--- src/slpe_pkg.sv ---
// slpe_pkg: widths, reset values, opcodes and register indexes for the
// serial LED pulse encoder. No dependencies; compiled before all other files.

package slpe_pkg;

  localparam int OPCODE_W     = 2;
  localparam int PIX_IDX_W    = 6;
  localparam int PIX_W        = 24;
  localparam int TIME_W       = 16;
  localparam int LED_CNT_W    = 7;
  localparam int BIT_POS_W    = 5;
  localparam int CFG_IDX_W    = 2;
  localparam int CFG_DATA_W   = 16;

  localparam int MAX_LEDS_DEF = 64;

  localparam logic [BIT_POS_W-1:0] TOP_BIT            = 5'd23;
  localparam logic [TIME_W-1:0]    BIT_PERIOD_RST     = 16'd118;
  localparam logic [TIME_W-1:0]    HIGH_ONE_RST       = 16'd75;
  localparam logic [TIME_W-1:0]    HIGH_ZERO_RST      = 16'd40;
  localparam logic [LED_CNT_W-1:0] LED_COUNT_RST      = 7'd1;

  typedef enum logic [OPCODE_W-1:0] {
    OP_TICK  = 2'd0,
    OP_LOAD  = 2'd1,
    OP_START = 2'd2
  } opcode_t;

  typedef enum logic [CFG_IDX_W-1:0] {
    CFG_BIT_PERIOD = 2'd0,
    CFG_HIGH_ONE   = 2'd1,
    CFG_HIGH_ZERO  = 2'd2,
    CFG_LED_COUNT  = 2'd3
  } cfg_idx_t;

endpackage

--- src/slpe_if.sv ---
// slpe_if: item, result and configuration channels of the pulse encoder.
// Depends on slpe_pkg for field widths.

interface slpe_in_if import slpe_pkg::*; ();
  logic                 valid;
  logic                 ready;
  logic [OPCODE_W-1:0]  opcode;
  logic [PIX_IDX_W-1:0] pixel_index;
  logic [PIX_W-1:0]     pixel_word;

  modport source (output valid, output opcode, output pixel_index, output pixel_word,
                  input ready);
  modport sink   (input valid, input opcode, input pixel_index, input pixel_word,
                  output ready);
endinterface

interface slpe_out_if ();
  logic valid;
  logic ready;
  logic data_line;
  logic busy_res;
  logic frame_done;

  modport source (output valid, output data_line, output busy_res, output frame_done,
                  input ready);
  modport sink   (input valid, input data_line, input busy_res, input frame_done,
                  output ready);
endinterface

interface slpe_cfg_if import slpe_pkg::*; ();
  logic                  valid;
  logic                  ready;
  logic [CFG_IDX_W-1:0]  reg_index;
  logic [CFG_DATA_W-1:0] wr_data;

  modport source (output valid, output reg_index, output wr_data, input ready);
  modport sink   (input valid, input reg_index, input wr_data, output ready);
endinterface

--- src/serial_led_pulse_encoder.sv ---
// serial_led_pulse_encoder: one-wire LED chain pulse encoder, pixel words
// held in a synchronous memory. Depends on slpe_pkg and slpe_if.
// A result passes the memory read register and then the output register, and
// can be held at either while a result waits. Throughput: one item per cycle,
// one pixel memory read per item; the input stalls only while a result waits. Reset
// (rst_n low, synchronous) clears frame state and pipeline valids, loads register defaults; memory not cleared.

module serial_led_pulse_encoder import slpe_pkg::*; #(
  parameter int MAX_LEDS = MAX_LEDS_DEF
) (
  input  logic        clk,
  input  logic        rst_n,
  slpe_in_if.sink     in_ch,
  slpe_out_if.source  out_ch,
  slpe_cfg_if.sink    cfg_ch
);

  localparam int ADDR_W = (MAX_LEDS > 1) ? $clog2(MAX_LEDS) : 1;

  // configuration
  logic [TIME_W-1:0]    bit_period_r;
  logic [TIME_W-1:0]    high_one_r;
  logic [TIME_W-1:0]    high_zero_r;
  logic [LED_CNT_W-1:0] led_count_r;

  // frame state
  logic [TIME_W-1:0]    phase_r, phase_nxt;
  logic [BIT_POS_W-1:0] bit_pos_r, bit_pos_nxt;
  logic [LED_CNT_W-1:0] led_pos_r, led_pos_nxt;
  logic                 sending_r, sending_nxt;
  logic                 done_nxt;

  // memory stage
  logic [PIX_W-1:0]     pix_mem [MAX_LEDS];
  logic [PIX_W-1:0]     rd_data_r;
  logic                 s1_v_r;
  logic                 s1_active_r;
  logic [TIME_W-1:0]    s1_phase_r;
  logic [BIT_POS_W-1:0] s1_bit_r;
  logic                 s1_busy_r;
  logic                 s1_done_r;

  // output register
  logic                 out_v_r;
  logic                 line_r;
  logic                 busy_r;
  logic                 done_r;

  logic                 in_acc;
  logic                 s1_move;
  logic                 tick_active;
  logic [31:0]          led_cnt_ext;
  logic [LED_CNT_W-1:0] frame_leds;
  logic [31:0]          slot_ext;
  logic [31:0]          led_ext;
  logic                 slot_ok;
  logic [ADDR_W-1:0]    wr_addr;
  logic [ADDR_W-1:0]    rd_addr;
  logic [TIME_W-1:0]    phase_inc;
  logic [LED_CNT_W-1:0] led_inc;
  logic                 pix_bit;
  logic [TIME_W-1:0]    high_sel;
  logic                 line_w;

  assign s1_move      = s1_v_r && (!out_v_r || out_ch.ready);
  assign in_ch.ready  = !s1_v_r || s1_move;
  assign in_acc       = in_ch.valid && in_ch.ready;
  assign cfg_ch.ready = 1'b1;

  assign led_cnt_ext = {{(32-LED_CNT_W){1'b0}}, led_count_r};
  assign frame_leds  = (led_cnt_ext > 32'(MAX_LEDS)) ? LED_CNT_W'(MAX_LEDS) : led_count_r;
  assign slot_ext    = {{(32-PIX_IDX_W){1'b0}}, in_ch.pixel_index};
  assign slot_ok     = slot_ext < 32'(MAX_LEDS);
  assign wr_addr     = slot_ext[ADDR_W-1:0];
  assign led_ext     = {{(32-LED_CNT_W){1'b0}}, led_pos_r};
  assign rd_addr     = led_ext[ADDR_W-1:0];
  assign tick_active = (in_ch.opcode == OP_TICK) && sending_r;
  assign phase_inc   = phase_r + 1'b1;
  assign led_inc     = led_pos_r + 1'b1;

  always_comb begin
    phase_nxt   = phase_r;
    bit_pos_nxt = bit_pos_r;
    led_pos_nxt = led_pos_r;
    sending_nxt = sending_r;
    done_nxt    = 1'b0;
    case (in_ch.opcode)
      OP_TICK: begin
        if (sending_r) begin
          if ((phase_inc >= bit_period_r) || (phase_inc == '0)) begin
            phase_nxt = '0;
            if (bit_pos_r == '0) begin
              bit_pos_nxt = TOP_BIT;
              if (led_inc >= frame_leds) begin
                sending_nxt = 1'b0;
                led_pos_nxt = '0;
                done_nxt    = 1'b1;
              end else begin
                led_pos_nxt = led_inc;
              end
            end else begin
              bit_pos_nxt = bit_pos_r - 1'b1;
            end
          end else begin
            phase_nxt = phase_inc;
          end
        end
      end
      OP_START: begin
        if (!sending_r) begin
          phase_nxt   = '0;
          bit_pos_nxt = TOP_BIT;
          led_pos_nxt = '0;
          if (frame_leds == '0) begin
            done_nxt = 1'b1;
          end else begin
            sending_nxt = 1'b1;
          end
        end
      end
      default: begin
      end
    endcase
  end

  always_ff @(posedge clk) begin
    if (!rst_n) begin
      bit_period_r <= BIT_PERIOD_RST;
      high_one_r   <= HIGH_ONE_RST;
      high_zero_r  <= HIGH_ZERO_RST;
      led_count_r  <= LED_COUNT_RST;
    end else if (cfg_ch.valid) begin
      case (cfg_ch.reg_index)
        CFG_BIT_PERIOD: bit_period_r <= cfg_ch.wr_data;
        CFG_HIGH_ONE:   high_one_r   <= cfg_ch.wr_data;
        CFG_HIGH_ZERO:  high_zero_r  <= cfg_ch.wr_data;
        CFG_LED_COUNT:  led_count_r  <= cfg_ch.wr_data[LED_CNT_W-1:0];
        default: begin
        end
      endcase
    end
  end

  always_ff @(posedge clk) begin
    if (!rst_n) begin
      phase_r   <= '0;
      bit_pos_r <= TOP_BIT;
      led_pos_r <= '0;
      sending_r <= 1'b0;
    end else if (in_acc) begin
      phase_r   <= phase_nxt;
      bit_pos_r <= bit_pos_nxt;
      led_pos_r <= led_pos_nxt;
      sending_r <= sending_nxt;
    end
  end

  // pixel memory: one write port for loads, one registered read port
  always_ff @(posedge clk) begin
    if (in_acc && (in_ch.opcode == OP_LOAD) && slot_ok) begin
      pix_mem[wr_addr] <= in_ch.pixel_word;
    end
    if (in_acc) begin
      rd_data_r <= pix_mem[rd_addr];
    end
  end

  always_ff @(posedge clk) begin
    if (!rst_n) begin
      s1_v_r <= 1'b0;
    end else if (in_acc) begin
      s1_v_r <= 1'b1;
    end else if (s1_move) begin
      s1_v_r <= 1'b0;
    end
  end

  always_ff @(posedge clk) begin
    if (in_acc) begin
      s1_active_r <= tick_active;
      s1_phase_r  <= phase_r;
      s1_bit_r    <= bit_pos_r;
      s1_busy_r   <= sending_nxt;
      s1_done_r   <= done_nxt;
    end
  end

  assign pix_bit  = rd_data_r[s1_bit_r];
  assign high_sel = pix_bit ? high_one_r : high_zero_r;
  assign line_w   = s1_active_r && (s1_phase_r < high_sel);

  always_ff @(posedge clk) begin
    if (!rst_n) begin
      out_v_r <= 1'b0;
    end else if (s1_move) begin
      out_v_r <= 1'b1;
    end else if (out_ch.ready) begin
      out_v_r <= 1'b0;
    end
  end

  always_ff @(posedge clk) begin
    if (s1_move) begin
      line_r <= line_w;
      busy_r <= s1_busy_r;
      done_r <= s1_done_r;
    end
  end

  assign out_ch.valid      = out_v_r;
  assign out_ch.data_line  = line_r;
  assign out_ch.busy_res   = busy_r;
  assign out_ch.frame_done = done_r;

endmodule

--- src/flat_wrapper.sv ---
// flat-port wrapper written by rule: the top's interface ports become plain ports
module serial_led_pulse_encoder_flat import slpe_pkg::*;
#(
  parameter int MAX_LEDS = MAX_LEDS_DEF
)
  (clk, rst_n, in_ch_valid, in_ch_opcode, in_ch_pixel_index, in_ch_pixel_word, in_ch_ready, out_ch_valid, out_ch_data_line, out_ch_busy_res, out_ch_frame_done, out_ch_ready, cfg_ch_valid, cfg_ch_reg_index, cfg_ch_wr_data, cfg_ch_ready);
  slpe_in_if in_ch_i ();
  slpe_out_if out_ch_i ();
  slpe_cfg_if cfg_ch_i ();
  input  logic clk;
  input  logic rst_n;
  input wire logic [$bits(in_ch_i.valid)-1:0] in_ch_valid;
  input wire logic [$bits(in_ch_i.opcode)-1:0] in_ch_opcode;
  input wire logic [$bits(in_ch_i.pixel_index)-1:0] in_ch_pixel_index;
  input wire logic [$bits(in_ch_i.pixel_word)-1:0] in_ch_pixel_word;
  output wire logic [$bits(in_ch_i.ready)-1:0] in_ch_ready;
  output wire logic [$bits(out_ch_i.valid)-1:0] out_ch_valid;
  output wire logic [$bits(out_ch_i.data_line)-1:0] out_ch_data_line;
  output wire logic [$bits(out_ch_i.busy_res)-1:0] out_ch_busy_res;
  output wire logic [$bits(out_ch_i.frame_done)-1:0] out_ch_frame_done;
  input wire logic [$bits(out_ch_i.ready)-1:0] out_ch_ready;
  input wire logic [$bits(cfg_ch_i.valid)-1:0] cfg_ch_valid;
  input wire logic [$bits(cfg_ch_i.reg_index)-1:0] cfg_ch_reg_index;
  input wire logic [$bits(cfg_ch_i.wr_data)-1:0] cfg_ch_wr_data;
  output wire logic [$bits(cfg_ch_i.ready)-1:0] cfg_ch_ready;
  assign in_ch_i.valid = in_ch_valid;
  assign in_ch_i.opcode = in_ch_opcode;
  assign in_ch_i.pixel_index = in_ch_pixel_index;
  assign in_ch_i.pixel_word = in_ch_pixel_word;
  assign in_ch_ready = in_ch_i.ready;
  assign out_ch_valid = out_ch_i.valid;
  assign out_ch_data_line = out_ch_i.data_line;
  assign out_ch_busy_res = out_ch_i.busy_res;
  assign out_ch_frame_done = out_ch_i.frame_done;
  assign out_ch_i.ready = out_ch_ready;
  assign cfg_ch_i.valid = cfg_ch_valid;
  assign cfg_ch_i.reg_index = cfg_ch_reg_index;
  assign cfg_ch_i.wr_data = cfg_ch_wr_data;
  assign cfg_ch_ready = cfg_ch_i.ready;
  serial_led_pulse_encoder #(.MAX_LEDS(MAX_LEDS)) u_core (.clk(clk), .rst_n(rst_n), .in_ch(in_ch_i), .out_ch(out_ch_i), .cfg_ch(cfg_ch_i));
endmodule
--- config.mk ---
export PLATFORM = sky130hd
export DESIGN_NAME = serial_led_pulse_encoder_flat
export DESIGN_NICKNAME = d
export VERILOG_FILES = /design/src/slpe_pkg.sv /design/src/slpe_if.sv /design/src/serial_led_pulse_encoder.sv /design/src/flat_wrapper.sv
export SDC_FILE = /design/constraint.sdc
export NUM_CORES = 2
export LEC_CHECK = 0
export ABC_AREA = 1
export BUFFER_PORTS_ARGS = -buffer_cell sky130_fd_sc_hd__buf_2
export CAP_MARGIN = 20
export CORE_ASPECT_RATIO = 0.9
export CORE_MARGIN = 5
export CORE_UTILIZATION = 42
export DETAILED_ROUTE_END_ITERATION = 10
export PLACE_DENSITY_LB_ADDON = 0.2
export REMOVE_ABC_BUFFERS = 1
export SYNTH_ARGS = -nofsm -noshare
export SYNTH_HDL_FRONTEND = slang
export SYNTH_SLANG_ARGS = --single-unit
--- constraint.sdc ---
create_clock -name clk -period 7.6 [get_ports clk]
set_input_delay 0.76 -clock clk [delete_from_list [all_inputs] [get_ports clk]]
set_output_delay 0.76 -clock clk [all_outputs]
set_load 0.03 [all_outputs]
==> flow_metrics.tcl <==
set metrics [dict create \
    status "finished, final reports clean" \
    cp_max_fo 52 \
    worst-path-buf-inv 2 \
    ys.flop_type "edfxtp_1" \
    slew_violations 0 \
    whs_path_depth 3 \
    htreeDepth 4 \
    synth.avg_cell_area_um2 14.0 \
    seqPwrFrac 0.544 \
    drt_first_iter_violations 5121 \
    finalHoldViolations 0 \
    required_ns 8.15 \
    cts.sinks 1673 \
    wl_per_cell_um 27.9 \
    yosys_warnings 0 \
    switchingPower_uw 4000 \
    max_slew_margin 0.237 \
    ys_top_cells_by_area "edfxtp_1, a21oi_1, o221ai_1" \
    cts_tree "built" \
    core_um2 153000 \
    cp.depth 9 \
    cts_inserted_buffers 168 \
    rr_worst_depth 9 \
    overflow 0 \
    setup-tns-final_ns 0 \
    drc 0 \
    gp_congestion 0.844 \
    start_kind "flip-flop" \
    skew_ns 0.0396 \
    ios 61 \
    worst_slew_pin_slew_ns 1.14 \
    async_reset_ff_frac 0 \
    clockRootBuffer "clkbuf_16" \
    postCtsSetupRepairBufs 0 \
    cts_hold_buffers 0 \
    crit_type "reg2reg" \
    netlist_area_um2 64800 \
    p_int_uw 14600 \
    stdcell_count 6816 \
    fill_cells 13300 \
    ir_worst_vdd_uv 173 \
    grt.met1_usage 0.334 \
    slowest_stage "dfxtp_4" \
    final_layout_size_suffix_gt1_frac 0.110 \
    p_leak_uw 0.0240 \
    power_uw 18600 \
    timing.rr.end "u_core.rd_data_r[0]" \
    clk_latency_ns 0.81 \
    place.port_buffers 59 \
    dp_cells 6508 \
    max_stage_delay_ns 0.78 \
    vias_per_cell 5.99 \
    antenna_found_initial 8 \
    yosysTopAreaCell "edfxtp_1" \
    num_vias 40800 \
    reg2reg_slack_ns 3.40 \
    fin_crit_ns 4.20 \
    die_h_um 383 \
    grt_max_degree 147 \
    maxCapViolations 0 \
    synth_cells 4629 \
    end_kind "flip-flop" \
    seq_area_frac_synth 0.762 \
    grt_usage 0.228 \
    firstDrtPassIters 8 \
    synth_edf_count 1587 \
    path_cells "nand2_4 -> buf_4 -> buf_4 -> o221ai_1 -> a21oi_1 -> o21ai_0 -> nand3_1 -> nand3_1 -> nand2_1" \
    die-area_um2 162000 \
    nets 4774 \
    ctsResizeCount 0 \
    areaGrowthSynthToFinish_pct 12.5 \
    top_usage_layer "met2" \
    synth-seq-cells 1673 \
    netlist.area_leader.share 0.735 \
    arrival_ns 4.75 \
    fin_crit_sh 0.552 \
    p_per_area_nw_per_um2 256 \
    ys_types 42 \
    met2_usage 0.351 \
    utilization 0.476 \
    routed_wl_mm 190 \
    rows 136 \
    hold_class "in2reg" \
    hold_start "cfg_ch_wr_data[8]" \
    ant_nets 0 \
    power_frac_clock 0.426 \
    final-setup-viol-count 0 \
    max_freq_mhz 238 \
    rsz0062_at_grt "no" \
    start_util 0.423 \
    die_w_um 424 \
    clkTransAtPathRegs_ns 0.07 \
    hpwl_mm 94.6 \
    grtUsageMet3 0.0453 \
    switching_share 0.215 \
    cts_buffer_depth 3 \
    grt_pass1_wl_mm 275 \
    min_to "u_core.high_one_r[8]" \
    grt_pass1_vias 39100 \
    p_comb_frac 0.029 \
    r2r_start "u_core.led_pos_r[1]" \
    cp_top_family "simple AND/OR/NAND/NOR gates" \
]
## registers in the layout (all words and copies together) (netlist names), 5 cells and up
signal and count:
u_core.phase_r 16, u_core.rd_data_r 24, u_core.bit_period_r 16, u_core.pix_mem 1536, u_core.led_count_r 7, u_core.led_pos_r 7, u_core.high_one_r 16, u_core.s1_bit_r 5
u_core.high_zero_r 16, u_core.s1_phase_r 16, u_core.bit_pos_r 5
## layer usage
metal	routed length, um	vias to the layer above	share of wire
met5	0	-	0
met4	4720	0	0.025
met3	16200	251	0.085
met2	85900	1813	0.45
met1	83000	20800	0.44
li1	-	18000	-
## final cells by class
class                   count  area, um2  share of cell area
well taps                2001       2500              0.0343
clock inverters            82        783              0.0107
repair buffers            196       1400              0.0192
multi-input cells        2517      13900               0.191
clock buffers             220       4460              0.0611
diodes                      6       15.0            0.000206
flip-flops and latches   1673      49400               0.677
inverters                 121        472             0.00647
## metrics by stage
step | cell area (um2) | hold slack, ns | worst slack, ns
after floorplan | 63600 | 0.400 | -14.52
after global placement | 67700 | 0.421 | 3.21
after detailed placement | 67700 | 0.413 | 3.41
after CTS | 72900 | 0.177 | 3.37
after global routing | 72900 | 0.212 | 3.20
final | 72900 | 0.234 | 3.40
## placed cells by master, fill, tap and decap left out, types with 5 or more instances in the layout
master     instances
o21ai_0          261
o211ai_1           7
nand2_2           11
buf_12             6
ha_1              42
nor2_2            67
nor2_1            72
a21oi_1          834
nand4_1           19
nand3_2            5
dfxtp_1           81
clkinv_16          6
clkbuf_1          47
bufinv_16          7
buf_2             59
a21oi_2            9
clkbuf_16        169
clkinv_1          34
clkinv_2          27
buf_4            131
inv_1            114
o221ai_1         385
edfxtp_1        1587
nor3_1            13
nand3_1          198
xor2_1            12
diode_2            6
nand2_1          557
clkinv_8           5
## power by group through the flow
stage | sequential (uW) | clock [uW] | combinational (uW)
floorplan | 10400 | 0 | 212
global placement | 10300 | 0 | 529
detailed placement | 10300 | 0 | 538
CTS | 10100 | 8090 | 539
global route | 10100 | 8480 | 589
finish | 10100 | 7950 | 544
## worst max path at each step
stage                                   start                   to
after detailed placement  u_core.led_pos_r[1]  u_core.led_pos_r[1]
after global placement    u_core.led_pos_r[1]  u_core.led_pos_r[1]
after floorplan           u_core.led_pos_r[0]  u_core.rd_data_r[0]
after CTS                 u_core.led_pos_r[1]  u_core.led_pos_r[1]
final                     u_core.led_pos_r[1]  u_core.rd_data_r[0]
after global routing      u_core.led_pos_r[1]  u_core.led_pos_r[4]
## worst min-delay path, stage by stage
cell and delay, ns:
buf_2 0.10, nor2_1 0.04, nor2_1 0.08
## cells in the mapped netlist, types with 2 or more instances
cell	instances
buf_1	31
o211ai_1	7
nand4_1	19
nand3_1	198
nand2_2	11
a21oi_2	9
nand2_1	559
buf_4	3
a211oi_1	2
clkbuf_1	251
buf_2	32
o221ai_1	385
nor2_2	3
nor2_1	136
inv_1	118
a21oi_1	834
nand3_2	5
dfxtp_1	86
nand2_4	2
xor2_1	12
nor3_4	2
o21ai_0	261
o21ai_1	3
nor3_1	13
ha_1	42
edfxtp_1	1587
inv_2	2
mux2i_1	2
## cells by family (layout without fill, tap and decap cells)
| kind of cell | Yosys count | after routing | synth area share |
|---|---|---|---|
| compound gates | 1508 | 1508 | 0.140 |
| xor+xnor | 14 | 14 | 0.00201 |
| mux | 2 | 2 | 0.000309 |
| buf+inv | 439 | 619 | 0.0263 |
| other cells | 1 | 7 | 0.0000578 |
| simple gates | 950 | 950 | 0.0617 |
| fa+ha+maj | 42 | 42 | 0.00811 |
| flops | 1673 | 1673 | 0.762 |
Power figures use the tool's default switching activity.
